===== src/rtl/two_button_press_decoder_top_macros.svh =====
// Assertion macros for the two-button press decoder.
// Included by the top level; expects clk and rst_n in scope.
`ifndef TWO_BUTTON_PRESS_DECODER_TOP_MACROS_SVH
`define TWO_BUTTON_PRESS_DECODER_TOP_MACROS_SVH

// Checks that an expression holds at every clock edge outside reset.
`define TBPD_ASSERT_ALWAYS(label, expr, msg) \
    label: assert property (@(posedge clk) disable iff (!rst_n) (expr)) else $error(msg);

// Checks that a consequent holds in the same cycle as its antecedent.
`define TBPD_ASSERT_IMPLY(label, ante, cons, msg) \
    label: assert property (@(posedge clk) disable iff (!rst_n) (ante) |-> (cons)) \
        else $error(msg);

`endif


===== src/rtl/tbpd_pkg.sv =====
// Shared types and constants for the two-button press decoder.
// No dependencies; used by the core, the result register and the top level.
package tbpd_pkg;

    // Fixed field widths.
    localparam int TIME_IN_W = 32;
    localparam int LPT_W     = 16;

    // Defaults.
    localparam int              TIME_BITS_DEFAULT = 32;
    localparam logic [LPT_W-1:0] LONG_PRESS_RESET = 16'd1000;

    // Button pattern codes: left is bit 1, right is bit 0.
    typedef enum logic [1:0] {
        BTN_NONE  = 2'b00,
        BTN_RIGHT = 2'b01,
        BTN_LEFT  = 2'b10,
        BTN_BOTH  = 2'b11
    } btn_t;

    // One input sample word.
    typedef struct packed {
        logic                 left_pressed;
        logic                 right_pressed;
        logic [TIME_IN_W-1:0] time_now;
    } sample_t;

    // One result word.
    typedef struct packed {
        logic left_short;
        logic right_short;
        logic left_long;
        logic right_long;
        logic mode_changed;
        logic mode_now;
    } result_t;

endpackage


===== src/rtl/tbpd_core.sv =====
// Decode core: button state registers and the per-sample decode logic.
// Depends on tbpd_pkg.
module tbpd_core #(
    parameter int TIME_BITS = tbpd_pkg::TIME_BITS_DEFAULT
) (
    input  logic                        clk,
    input  logic                        rst_n,
    input  logic                        cfg_write_en,
    input  logic [tbpd_pkg::LPT_W-1:0]  cfg_write_data,
    input  logic                        step,
    input  tbpd_pkg::sample_t           sample,
    output tbpd_pkg::result_t           result
);

    logic [tbpd_pkg::LPT_W-1:0] lpt_reg;
    logic                       left_prev_reg, right_prev_reg;
    logic [TIME_BITS-1:0]       left_start_reg, right_start_reg;
    logic                       left_done_reg, right_done_reg;
    logic                       chord_reg, mode_reg;

    logic                       left_done_next, right_done_next;
    logic [TIME_BITS-1:0]       left_start_next, right_start_next;
    logic                       chord_next, mode_next;

    logic [TIME_BITS-1:0]       now;
    logic [TIME_BITS-1:0]       limit;
    logic [TIME_BITS-1:0]       left_held, right_held;
    logic                       left_edge, right_edge;
    logic                       left_done_eff, right_done_eff;
    logic                       left_long, right_long;
    tbpd_pkg::btn_t             cur, prev;

    // Configuration register.
    always_ff @(posedge clk or negedge rst_n)
    begin
        if (!rst_n)
        begin
            lpt_reg <= tbpd_pkg::LONG_PRESS_RESET;
        end
        else if (cfg_write_en)
        begin
            lpt_reg <= cfg_write_data;
        end
    end

    // Press edges restart the hold timer and the long-press mark.
    always_comb
    begin
        now   = TIME_BITS'(sample.time_now);
        limit = TIME_BITS'(lpt_reg);
        cur   = tbpd_pkg::btn_t'({sample.left_pressed, sample.right_pressed});
        prev  = tbpd_pkg::btn_t'({left_prev_reg, right_prev_reg});

        left_edge  = sample.left_pressed && !left_prev_reg;
        right_edge = sample.right_pressed && !right_prev_reg;

        left_start_next  = left_edge ? now : left_start_reg;
        right_start_next = right_edge ? now : right_start_reg;
        left_done_eff    = left_edge ? 1'b0 : left_done_reg;
        right_done_eff   = right_edge ? 1'b0 : right_done_reg;

        // Wrapping hold time against the limit.
        left_held  = now - left_start_next;
        right_held = now - right_start_next;
        left_long  = sample.left_pressed && !left_done_eff && (left_held >= limit);
        right_long = sample.right_pressed && !right_done_eff && (right_held >= limit);
    end

    // Chord tracking, release handling and result assembly.
    always_comb
    begin
        left_done_next  = left_done_eff || left_long;
        right_done_next = right_done_eff || right_long;
        chord_next      = chord_reg || (cur == tbpd_pkg::BTN_BOTH);
        mode_next       = mode_reg;

        result              = '0;
        result.left_long    = left_long;
        result.right_long   = right_long;

        if ((cur == tbpd_pkg::BTN_NONE) && (prev != tbpd_pkg::BTN_NONE))
        begin
            if (chord_next)
            begin
                mode_next           = !mode_reg;
                result.mode_changed = 1'b1;
                chord_next          = 1'b0;
            end
            else if (prev == tbpd_pkg::BTN_RIGHT)
            begin
                result.right_short = !right_done_next;
            end
            else if (prev == tbpd_pkg::BTN_LEFT)
            begin
                result.left_short = !left_done_next;
            end
            if (right_prev_reg)
            begin
                right_done_next = 1'b0;
            end
            if (left_prev_reg)
            begin
                left_done_next = 1'b0;
            end
        end

        result.mode_now = mode_next;
    end

    // State registers advance once per decoded sample.
    always_ff @(posedge clk or negedge rst_n)
    begin
        if (!rst_n)
        begin
            left_prev_reg   <= 1'b0;
            right_prev_reg  <= 1'b0;
            left_start_reg  <= '0;
            right_start_reg <= '0;
            left_done_reg   <= 1'b0;
            right_done_reg  <= 1'b0;
            chord_reg       <= 1'b0;
            mode_reg        <= 1'b0;
        end
        else if (step)
        begin
            left_prev_reg   <= sample.left_pressed;
            right_prev_reg  <= sample.right_pressed;
            left_start_reg  <= left_start_next;
            right_start_reg <= right_start_next;
            left_done_reg   <= left_done_next;
            right_done_reg  <= right_done_next;
            chord_reg       <= chord_next;
            mode_reg        <= mode_next;
        end
    end

endmodule


===== src/rtl/tbpd_out_reg.sv =====
// Result register with valid/ready handshake toward the consumer.
// Depends on tbpd_pkg.
module tbpd_out_reg (
    input  logic              clk,
    input  logic              rst_n,
    input  logic              load,
    input  tbpd_pkg::result_t result_in,
    output logic              can_load,
    output logic              out_valid,
    input  logic              out_ready,
    output tbpd_pkg::result_t result_out
);

    logic              valid_reg;
    tbpd_pkg::result_t data_reg;

    // The register takes a new word when empty or while its word leaves.
    assign can_load   = !valid_reg || out_ready;
    assign out_valid  = valid_reg;
    assign result_out = data_reg;

    // Valid flag.
    always_ff @(posedge clk or negedge rst_n)
    begin
        if (!rst_n)
        begin
            valid_reg <= 1'b0;
        end
        else if (can_load)
        begin
            valid_reg <= load;
        end
    end

    // Payload, no reset needed.
    always_ff @(posedge clk)
    begin
        if (load)
        begin
            data_reg <= result_in;
        end
    end

endmodule


===== src/rtl/two_button_press_decoder_top.sv =====
// Two-button press decoder. Each input word is one sample of both button levels plus a
// free-running millisecond timestamp; each produces exactly one result word with
// short-press, long-press and mode-change events and the current mode. A word goes
// through an input register, a combinational decode against the button state
// registers and a result register, and one word is accepted every cycle as long as
// the consumer keeps taking results. The hold limit in long_press_time (reset 1000 ms)
// is written through cfg_write_en / cfg_write_data and should only change while the
// block is idle.
// Depends on tbpd_pkg, tbpd_core, tbpd_out_reg and the macros header.
`include "two_button_press_decoder_top_macros.svh"

module two_button_press_decoder_top #(
    parameter int TIME_BITS = tbpd_pkg::TIME_BITS_DEFAULT
) (
    input  logic                           clk,
    input  logic                           rst_n,
    input  logic                           cfg_write_en,
    input  logic [tbpd_pkg::LPT_W-1:0]     cfg_write_data,
    input  logic                           in_valid,
    output logic                           in_ready,
    input  logic                           left_pressed,
    input  logic                           right_pressed,
    input  logic [tbpd_pkg::TIME_IN_W-1:0] time_now,
    output logic                           out_valid,
    input  logic                           out_ready,
    output logic                           left_short,
    output logic                           right_short,
    output logic                           left_long,
    output logic                           right_long,
    output logic                           mode_changed,
    output logic                           mode_now
);

    logic              in_valid_reg;
    tbpd_pkg::sample_t sample_reg;
    logic              can_load;
    logic              step;
    tbpd_pkg::result_t core_result;
    tbpd_pkg::result_t out_result;

    // The input register moves on whenever the result register can take a word.
    assign step     = in_valid_reg && can_load;
    assign in_ready = !in_valid_reg || can_load;

    // Input register valid flag.
    always_ff @(posedge clk or negedge rst_n)
    begin
        if (!rst_n)
        begin
            in_valid_reg <= 1'b0;
        end
        else if (in_ready)
        begin
            in_valid_reg <= in_valid;
        end
    end

    // Input register payload.
    always_ff @(posedge clk)
    begin
        if (in_valid && in_ready)
        begin
            sample_reg.left_pressed  <= left_pressed;
            sample_reg.right_pressed <= right_pressed;
            sample_reg.time_now      <= time_now;
        end
    end

    // Decode core.
    tbpd_core #(
        .TIME_BITS (TIME_BITS)
    ) u_core (
        .clk            (clk),
        .rst_n          (rst_n),
        .cfg_write_en   (cfg_write_en),
        .cfg_write_data (cfg_write_data),
        .step           (step),
        .sample         (sample_reg),
        .result         (core_result)
    );

    // Result register.
    tbpd_out_reg u_out_reg (
        .clk        (clk),
        .rst_n      (rst_n),
        .load       (step),
        .result_in  (core_result),
        .can_load   (can_load),
        .out_valid  (out_valid),
        .out_ready  (out_ready),
        .result_out (out_result)
    );

    assign left_short   = out_result.left_short;
    assign right_short  = out_result.right_short;
    assign left_long    = out_result.left_long;
    assign right_long   = out_result.right_long;
    assign mode_changed = out_result.mode_changed;
    assign mode_now     = out_result.mode_now;

    // Only one lone button can be reported released.
    `TBPD_ASSERT_IMPLY(a_one_short, out_valid, !(left_short && right_short), "both short events set")

    // A chord release carries no other event.
    `TBPD_ASSERT_IMPLY(a_chord_alone, out_valid && mode_changed, !(left_short || right_short || left_long || right_long), "mode change mixed with button event")

    // An empty result register never blocks the input side.
    `TBPD_ASSERT_IMPLY(a_ready_when_empty, !out_valid, in_ready, "input stalled with empty result register")

endmodule


===== config.mk =====
export PLATFORM = sky130hd
export DESIGN_NAME = two_button_press_decoder_top
export DESIGN_NICKNAME = d
export VERILOG_FILES = /design/src/rtl/tbpd_pkg.sv /design/src/rtl/tbpd_core.sv /design/src/rtl/tbpd_out_reg.sv /design/src/rtl/two_button_press_decoder_top.sv
export VERILOG_INCLUDE_DIRS = /design/src /design/src/rtl
export SDC_FILE = /design/constraint.sdc
export NUM_CORES = 1
export LEC_CHECK = 0
export ABC_AREA = 1
export BUFFER_PORTS_ARGS = -buffer_cell sky130_fd_sc_hd__buf_4
export CAP_MARGIN = 20
export CORE_MARGIN = 10
export CORE_UTILIZATION = 55
export CTS_BUF_LIST = sky130_fd_sc_hd__clkbuf_4
export CTS_CLUSTER_DIAMETER = 200
export DETAILED_ROUTE_END_ITERATION = 10
export PLACE_DENSITY = 0.73
export SYNTH_ARGS = -nofsm -noshare
export SYNTH_HDL_FRONTEND = slang
export SYNTH_HIERARCHICAL = 1
export SYNTH_SLANG_ARGS = --single-unit

===== constraint.sdc =====
create_clock -name clk -period 6.2 [get_ports clk]
set_input_delay 1.86 -clock clk [delete_from_list [all_inputs] [get_ports clk]]
set_output_delay 1.86 -clock clk [all_outputs]
set_load 0.03 [all_outputs]

# After elaboration in Yosys (flattened, before gate mapping)
# Index checks and enable logic that the tools add are counted.
[classes]
addsub = 2
n_lt_le_gt_ge = 2
n_eq_ne = 3
n_mux = 12
bitwise = 3
reduce_logical = 27
[ops]
columns = ["operator", "n"]
rows = [
  ["$ge A32 B16 Y1", 2],
  ["$mux W32", 2],
  ["$sub A32 B32 Y32", 2],
  ["$mux W1", 10],
  ["$logic_and A1 B1 Y1", 9],
  ["$logic_not A1 Y1", 9],
  ["$logic_or A1 B1 Y1", 5],
  ["$eq A2 B2 Y1 const B", 2],
  ["$reduce_or A4 Y1", 1],
  ["$not A1 Y1", 3],
  ["$reduce_or A3 Y1", 1],
  ["$eq A2 B1 Y1 const B", 1],
  ["$logic_not A2 Y1", 1],
  ["$reduce_bool A2 Y1", 1],
]
[totals]
register_bits = 128
input_bits = 55
out_inout_bits = 8
elab_cells = 69

# Longest topological paths before layout
# Gate-level depths: netlist of the first run.
[logic_depth]
depth_word = 9
depth_mapped = 34
mapped_depth_nobuf = 31

# By module
# The synthesis of the first run kept the hierarchy.
[by_module_without_submodules]
columns = ["mod", "n_inst", "cells_each", "area_per_inst_um2", "seq_area_each_um2"]
rows = [
  ["tbpd_core", 1, 1471, 9315.2, 2159.6],
  ["two_button_press_decoder_top", 1, 42, 1073.5, 1046.0],
  ["tbpd_out_reg", 1, 11, 225.2, 205.2],
]

# Worst setup path after synthesis of the first run
# Ideal clock, no wire load.
[synth_path]
kind = "input port to flip-flop"
from = "in out_ready"
to = "reg sample_reg[0] (netlist bit), enable pin"
setup_ns = 0.436
t_arrival_ns = 3.690
required_time_ns = 5.764
path_slack_ns = 2.074
path_stages = 4
path_buffers = 0
path_cell_list = "inv_1 nand2_2 inv_1 a21oi_1"
[synth_via]
elab_chain_cells = 3
[synth_rtl]
columns = ["element", "line", "text"]
rows = [
  ["start, declared", "two_button_press_decoder_top.sv:25", "input logic out_ready,"],
  ["$logic_or A1 B1 Y1", "tbpd_out_reg.sv:18", "assign can_load = !valid_reg || out_ready;"],
  ["named net can_load", "two_button_press_decoder_top.sv:36", "logic can_load;"],
  ["$logic_or A1 B1 Y1", "two_button_press_decoder_top.sv:43", "assign in_ready = !in_valid_reg || can_load;"],
  ["$logic_and A1 B1 Y1", "two_button_press_decoder_top.sv:61", "if (in_valid && in_ready)"],
  ["end, declared", "two_button_press_decoder_top.sv:35", "tbpd_pkg::sample_t sample_reg;"],
]
# The timed path passes the listed nets, and every way through them passes these cells.
# A chain may end at the register's enable or synchronous reset.

# Worst setup path after layout of the first run
[layout_path]
from = "reg u_core.right_prev_reg"
to = "reg u_out_reg.data_reg, in the netlist u_out_reg/result_out[4], data pin"
[layout_via]
elab_chain_cells = 8
word_cells_on_any_way = 17
classes_between = "add/sub: 1; order compare: 1; eq/ne: 1; mux: 2; bitwise: 2; reduce/logical: 10"
[layout_rtl]
columns = ["element", "line", "text"]
rows = [
  ["start, declared", "tbpd_core.sv:16", "logic left_prev_reg, right_prev_reg;"],
  ["start signal, assigned", "tbpd_core.sv:127", "right_prev_reg <= sample.right_pressed;"],
  ["$logic_not A1 Y1", "tbpd_core.sv:55", "right_edge = sample.right_pressed && !right_prev_reg;"],
  ["$logic_and A1 B1 Y1", "tbpd_core.sv:55", ""],
  ["$mux W32 or $mux W1 (tied branches)", "tbpd_core.sv:58, tbpd_core.sv:60", ""],
  ["$sub A32 B32 Y32 or $logic_not A1 Y1 (tied branches)", "tbpd_core.sv:64, tbpd_core.sv:66", ""],
  ["$ge A32 B16 Y1 or $logic_and A1 B1 Y1 (tied branches)", "tbpd_core.sv:66", "right_long = sample.right_pressed && !right_done_eff && (right_held >= limit);"],
  ["$logic_and A1 B1 Y1", "tbpd_core.sv:66", ""],
  ["$logic_or A1 B1 Y1", "tbpd_core.sv:73", "right_done_next = right_done_eff || right_long;"],
  ["$logic_not A1 Y1", "tbpd_core.sv:91", "result.right_short = !right_done_next;"],
  ["end signal, assigned", "tbpd_out_reg.sv:40", "data_reg <= result_in;"],
  ["end, declared", "tbpd_out_reg.sv:15", "tbpd_pkg::result_t data_reg;"],
]
# Parallel ways exist; a longest one is shown, timed or not.

==> flow_summary.json, run 1 <==
{
  "status": "complete, no violations",
  "cts_resized": 0,
  "hold_class": "flop to flop",
  "largest_reg_flops": 34,
  "cts_tree": "yes",
  "p_leak_nw": 5.930,
  "antenna_left": 0,
  "place.gp.congestion": 0.9977,
  "synth.cell_area_um2": 10610,
  "yosys_warnings": 6,
  "holdWs_ps": 499.7,
  "dp_slack_ps": 1398,
  "start_util": 0.5637,
  "drv_slew": 0,
  "ios": 63,
  "drtIter0Drc": 892,
  "wl_per_cell_um": 16.17,
  "grt_use_total": 0.2308,
  "cp_data_required_time_ps": 6640,
  "dpl_cell_area_um2": 11280,
  "coreArea_um2": 18830,
  "final_util": 0.6161,
  "grt_pass1_wl_um": 47670,
  "synthToLayoutAreaGrowth_pct": 9.301,
  "busiest_layer": "met2",
  "num_rows": 50,
  "synth_edf_count": 40,
  "ys_seq_area_frac": 0.3213,
  "final_layout_size_suffix_gt1_frac": 0.1076,
  "fin_crit_sh": 0.7859,
  "grt_max_degree": 56,
  "layoutNonFillerInstCount": 1850,
  "r2r-start": "u_core/right_prev_reg",
  "grt_overflow": 0,
  "clkTransAtPathRegs_ps": 150,
  "mostFrequentLayoutCells": "457 x nand2_1, 211 x inv_1, 163 x o21ai_0",
  "relSlewSlack": 0.4233,
  "vias": 10010,
  "fin_nets": 1714,
  "nFillCells": 1764,
  "placedCellCount": 1816,
  "clock-sinks": 128,
  "hold_buffers": 0,
  "die_h_um": 158.9,
  "cts_inserted_buffers": 17,
  "holdCritStartpoint": "u_core/right_start_reg[11]",
  "synth.distinct_cells": 48,
  "critPathKind": "flop to flop",
  "critical_path.max_fanout": 33,
  "postCtsSetupBuffers": 0,
  "dp_hpwl_um": 24130,
  "antenna_found_initial": 1,
  "gr-usage-met1": 0.3256,
  "layout_commonest_cell": "nand2_1",
  "synthFlopType": "dfrtp_1",
  "fin_ws_ps": 1327,
  "routed_via_density": 5.411,
  "tns_ps": 0,
  "routed_wl_um": 29910,
  "irDropWorstVdd_v": 0.0001968,
  "arrival_ps": 5310,
  "cap_violations": 0,
  "synth.largest_area_cell": "dfrtp_1",
  "netlist_instances": 1524,
  "final_cell_area_um2": 11600,
  "timing.reg2reg.setup_slack_ps": 1330,
  "drc": 0,
  "cts_htree_levels": 4,
  "clock.fmax_mhz": 205.2,
  "synthArstFlopShare": 0.6875,
  "final_hold_viol_count": 0,
  "insertion_delay_ps": 560,
  "netlist_top_cells_area": "dfrtp_1 19%, nand2_1 16%, edfxtp_1 11%, ha_1 9.7%, o21ai_0 7.7%",
  "power_mw": 4.344,
  "cts_root_buffer": "clkbuf_4",
  "cp-end-kind": "flop",
  "rsz0062_at_grt": "no",
  "synth_top_area_frac": 0.1933,
  "die_x_um": 158.9,
  "fin_crit_ps": 4873,
  "fin_worst_skew_ps": 26.00,
  "grt_pass1_vias": 9320,
  "dieArea_um2": 25250,
  "synth_seq_cells": 128,
  "syn_area_per_cell_um2": 6.965,
  "power_density_nw_per_um2": 374.5,
  "drt_first_pass_iters": 5,
  "clock_path_buffers": 2,
  "portBuffers": 62,
  "crit_start": "u_core/right_prev_reg",
  "gr-usage-met2": 0.3543,
  "worst_slew_pin_slew_ps": 865.0,
  "worst_setup_path_start_kind": "flop",
  "syn_nets": 1662,
  "finalSetupViolations": 0,
  "grt_use_met3": 0.03770
}
cell type report:
cell class / count / area (um2) / area share
flip-flops and latches: 128 / 3411 / 0.2940
diodes: 1 / 2.502 / 0.0002157
well taps: 260 / 325.3 / 0.02804
repair buffers: 67 / 515.5 / 0.04443
inverters: 218 / 818.3 / 0.07054
clock buffers: 17 / 127.6 / 0.01100
multi-input cells: 1144 / 6235 / 0.5374
clock inverters: 15 / 166.4 / 0.01434
cell families after synthesis:
logic type | share of synthesized area
XOR/XNOR | 0.02641
AO/OA/AOI/OAI | 0.1472
AND/OR/NAND/NOR | 0.3027
buffers and inverters | 0.09230
multiplexers | 0.01143
adder cells (fa/ha/maj) | 0.09855
flip-flops | 0.3213
worst paths after layout:
path / endpoint / cells after the start
worst max-delay path: u_out_reg/result_out[4] / 25
worst min-delay path: u_core/right_start_reg[11] / 2
worst max register to register: u_out_reg/result_out[4] / 25
worst min register to register: u_core/right_start_reg[11] / 2
max in group asynchronous: u_core/right_start_reg[31] / 2
min in group asynchronous: u_core/lpt_reg[1] / 1
Yosys cell counts, drive strengths merged (2+ instances only):
cell type / number
o211ai: 4
nand3: 79
edfxtp: 40
dfstp: 6
a21o: 10
a21boi: 2
buf: 7
ha: 82
a21oi: 85
xor2: 30
clkbuf: 27
nor2: 118
a211oi: 4
nor3: 30
nand3b: 7
o21a: 2
mux2i: 11
xnor2: 2
o22ai: 2
o31ai: 2
nand2: 479
nand4: 9
o21ai: 169
a31oi: 4
o311ai: 2
inv: 217
o21bai: 6
dfrtp: 82
metal layers:
layer / vias up / share of wire
met5: - / 0
met4: 0 / 0.022
met3: 45 / 0.081
met2: 372 / 0.43
met1: 4527 / 0.46
li1: 5067 / -
worst max-delay path: stages, from the launching register on:
cell      delay, ps
dfrtp_1         420
inv_1           140
nand2_4         190
inv_1           380
buf_4           420
o21ai_0         180
ha_1            360
a21oi_1         280
nand3_1         240
nand2_1         110
nand2_1         140
xor2_1          180
ha_1            280
nand2_1          80
nor2_1           60
a211oi_1        170
nand2_1         100
a21oi_1         180
nand3_1         100
nor2_1          100
nand2_1          50
nor2_1          140
nand3_1         150
nand2_1         110
nand2_1          60
nor2_1           80
power breakdown:
part           internal [mW]  total [mW]  switching (mW)
Sequential              1.06        1.18           0.117
Clock                  0.189       0.593           0.404
Combinational          0.904        2.57            1.67
Total                   2.16        4.34            2.19
No activity file was read; power rests on OpenSTA's default activity.
==> run 2: changes to the inputs <==
--- a/config.mk
+++ b/config.mk
@@ -14,7 +14,7 @@
 export CTS_BUF_LIST = sky130_fd_sc_hd__clkbuf_4
 export CTS_CLUSTER_DIAMETER = 200
 export DETAILED_ROUTE_END_ITERATION = 10
-export PLACE_DENSITY = 0.73
+export PLACE_DENSITY = 0.76
 export SYNTH_ARGS = -nofsm -noshare
 export SYNTH_HDL_FRONTEND = slang
 export SYNTH_HIERARCHICAL = 1
==> constraint.sdc (replaced) <==
create_clock -name clk -period 4.45 [get_ports clk]
set_input_delay 1.335 -clock clk [delete_from_list [all_inputs] [get_ports clk]]
set_output_delay 1.335 -clock clk [all_outputs]
set_load 0.03 [all_outputs]
==> flow_summary.json, run 2 (synthesis gave the netlist of run 1 again) <==
{
  "status": "complete, no violations",
  "clkTransAtPathRegs_ps": 140,
  "fin_worst_skew_ps": 29.18,
  "power_density_nw_per_um2": 522.0,
  "drv_slew": 0,
  "power_mw": 6.146,
  "dp_hpwl_um": 24650,
  "timing.reg2reg.setup_slack_ps": 250,
  "coreArea_um2": 18830,
  "insertion_delay_ps": 570,
  "grt_pass1_wl_um": 48770,
  "vias": 10220,
  "cts_tree": "yes",
  "worst_setup_path_start_kind": "flop",
  "crit_start": "sample_reg[32]",
  "finalSetupViolations": 0,
  "grt_max_degree": 61,
  "grt_overflow": 0,
  "routed_wl_um": 30710,
  "final_layout_size_suffix_gt1_frac": 0.1185,
  "place.gp.congestion": 1.019,
  "nFillCells": 1771,
  "irDropWorstVdd_v": 0.0002902,
  "layout_commonest_cell": "nand2_1",
  "die_x_um": 158.9,
  "antenna_left": 0,
  "num_rows": 50,
  "fin_crit_sh": 0.9447,
  "wl_per_cell_um": 16.46,
  "wl_met2_um": 13450,
  "fin_ws_ps": 246.2,
  "fin_crit_ps": 4204,
  "hold_buffers": 0,
  "largest_reg_flops": 34,
  "cts_root_buffer": "clkbuf_4",
  "clock_path_buffers": 2,
  "p_leak_nw": 5.992,
  "antenna_found_initial": 2,
  "cap_violations": 0,
  "cts_htree_levels": 4,
  "start_util": 0.5637,
  "synthToLayoutAreaGrowth_pct": 10.94,
  "cts_inserted_buffers": 17,
  "cp-end-kind": "flop",
  "grt_use_total": 0.2369,
  "ff2ff_path_depth": 25,
  "mostFrequentLayoutCells": "457 x nand2_1, 209 x inv_1, 158 x o21ai_0",
  "portBuffers": 62,
  "routed_via_density": 5.476,
  "final_hold_viol_count": 0,
  "clock-sinks": 128,
  "drt_first_pass_iters": 6,
  "ios": 63,
  "relSlewSlack": 0.4012,
  "worstReg2RegEnd": "u_out_reg/result_out[4]",
  "placedCellCount": 1825,
  "dp_slack_ps": 261.0,
  "wirelength_met1_um": 13780,
  "critical_path.max_fanout": 8,
  "r2r-start": "sample_reg[32]",
  "drtIter0Drc": 929,
  "crit_path_end": "u_out_reg/result_out[4]",
  "critPathKind": "flop to flop",
  "hold_class": "flop to flop",
  "cp_data_required_time_ps": 4860,
  "arrival_ps": 4620,
  "layoutNonFillerInstCount": 1866,
  "drc": 0,
  "topRoutingLayerUsed": "met4",
  "clock.fmax_mhz": 237.9,
  "worst_slew_pin_slew_ps": 896.0,
  "dieArea_um2": 25250,
  "grt_pass1_vias": 9482,
  "die_h_um": 158.9,
  "wl_met3_um": 2744,
  "final_util": 0.6253,
  "fin_nets": 1729
}
run 2: cell type report:
class                           count  area [um2]  share of cell area
Multi-Input combinational cell   1145        6265              0.5320
Antenna cell                        2       5.005           0.0004250
Tap cell                          260       325.3             0.02763
Sequential cell                   128        3411              0.2897
Timing Repair Buffer               80       650.6             0.05525
Clock inverter                     14       153.9             0.01307
Clock buffer                       18       135.1             0.01148
Inverter                          218       822.0             0.06981
Timing Repair inverter              1       7.507           0.0006376
run 2: how the worst min path moves through the flow:
stage,start,end,depth (start not counted)
after CTS,u_core/left_start_reg[31],u_core/left_start_reg[31],2
after global routing,u_core/right_start_reg[8],u_core/right_start_reg[8],2
after global placement,u_core/right_start_reg[30],u_core/right_start_reg[30],2
final,u_core/right_start_reg[27],u_core/right_start_reg[27],2
after detailed placement,u_core/left_start_reg[31],u_core/left_start_reg[31],2
after floorplan,u_core/left_start_reg[17],u_core/left_start_reg[17],2
run 2: what timing repair did:
item                       in CTS  in global routing
setup endpoints to repair       0                  6
resized for setup               0                 15
setup buffers                   0                  4
run 2: report_power, final:
group	total, mW	switching [mW]	leakage, nW	internal, mW
Sequential	1.65	0.163	1.46	1.48
Clock	0.850	0.502	0.152	0.348
Combinational	3.65	2.35	4.38	1.30
Total	6.15	3.02	5.99	3.13
run 2: worst max-delay path, stage by stage, from the launching register on:
cell        delay [ps]
edfxtp_1           500
nand2_4            170
clkinvlp_4         180
buf_4              210
nand2_1             60
o21ai_0            110
ha_2               410
nand2_1            100
nor2_1             140
inv_1               80
nor3_1             210
nand2_1             90
nand2_1            100
xor2_1             250
ha_1               290
a21oi_1            160
o31ai_1             90
a21oi_2            130
nand3_1            120
nor2_1             110
nand2_1             60
nor2_1              90
nand3_1            120
nand2_1            100
nand2_1             60
nor2_1              90
run 2: through the flow:
stage,hold slack [ps],setup TNS (ps),instance area [um2]
floorplan,447.9,0,10610
CTS,497.2,0,11670
finish,496.7,0,11780
global route,518.0,-0.06084,11770
global placement,461.7,0,11380
detailed placement,469.4,0,11380
run 2: layer usage:
| layer | up-vias | track usage |
|---|---|---|
| met4 | 0 | 0.07414 |
| met1 | 4693 | 0.3245 |
| met2 | 372 | 0.3606 |
| met5 | - | 0 |
| li1 | 5102 | - |
| met3 | 51 | 0.05809 |
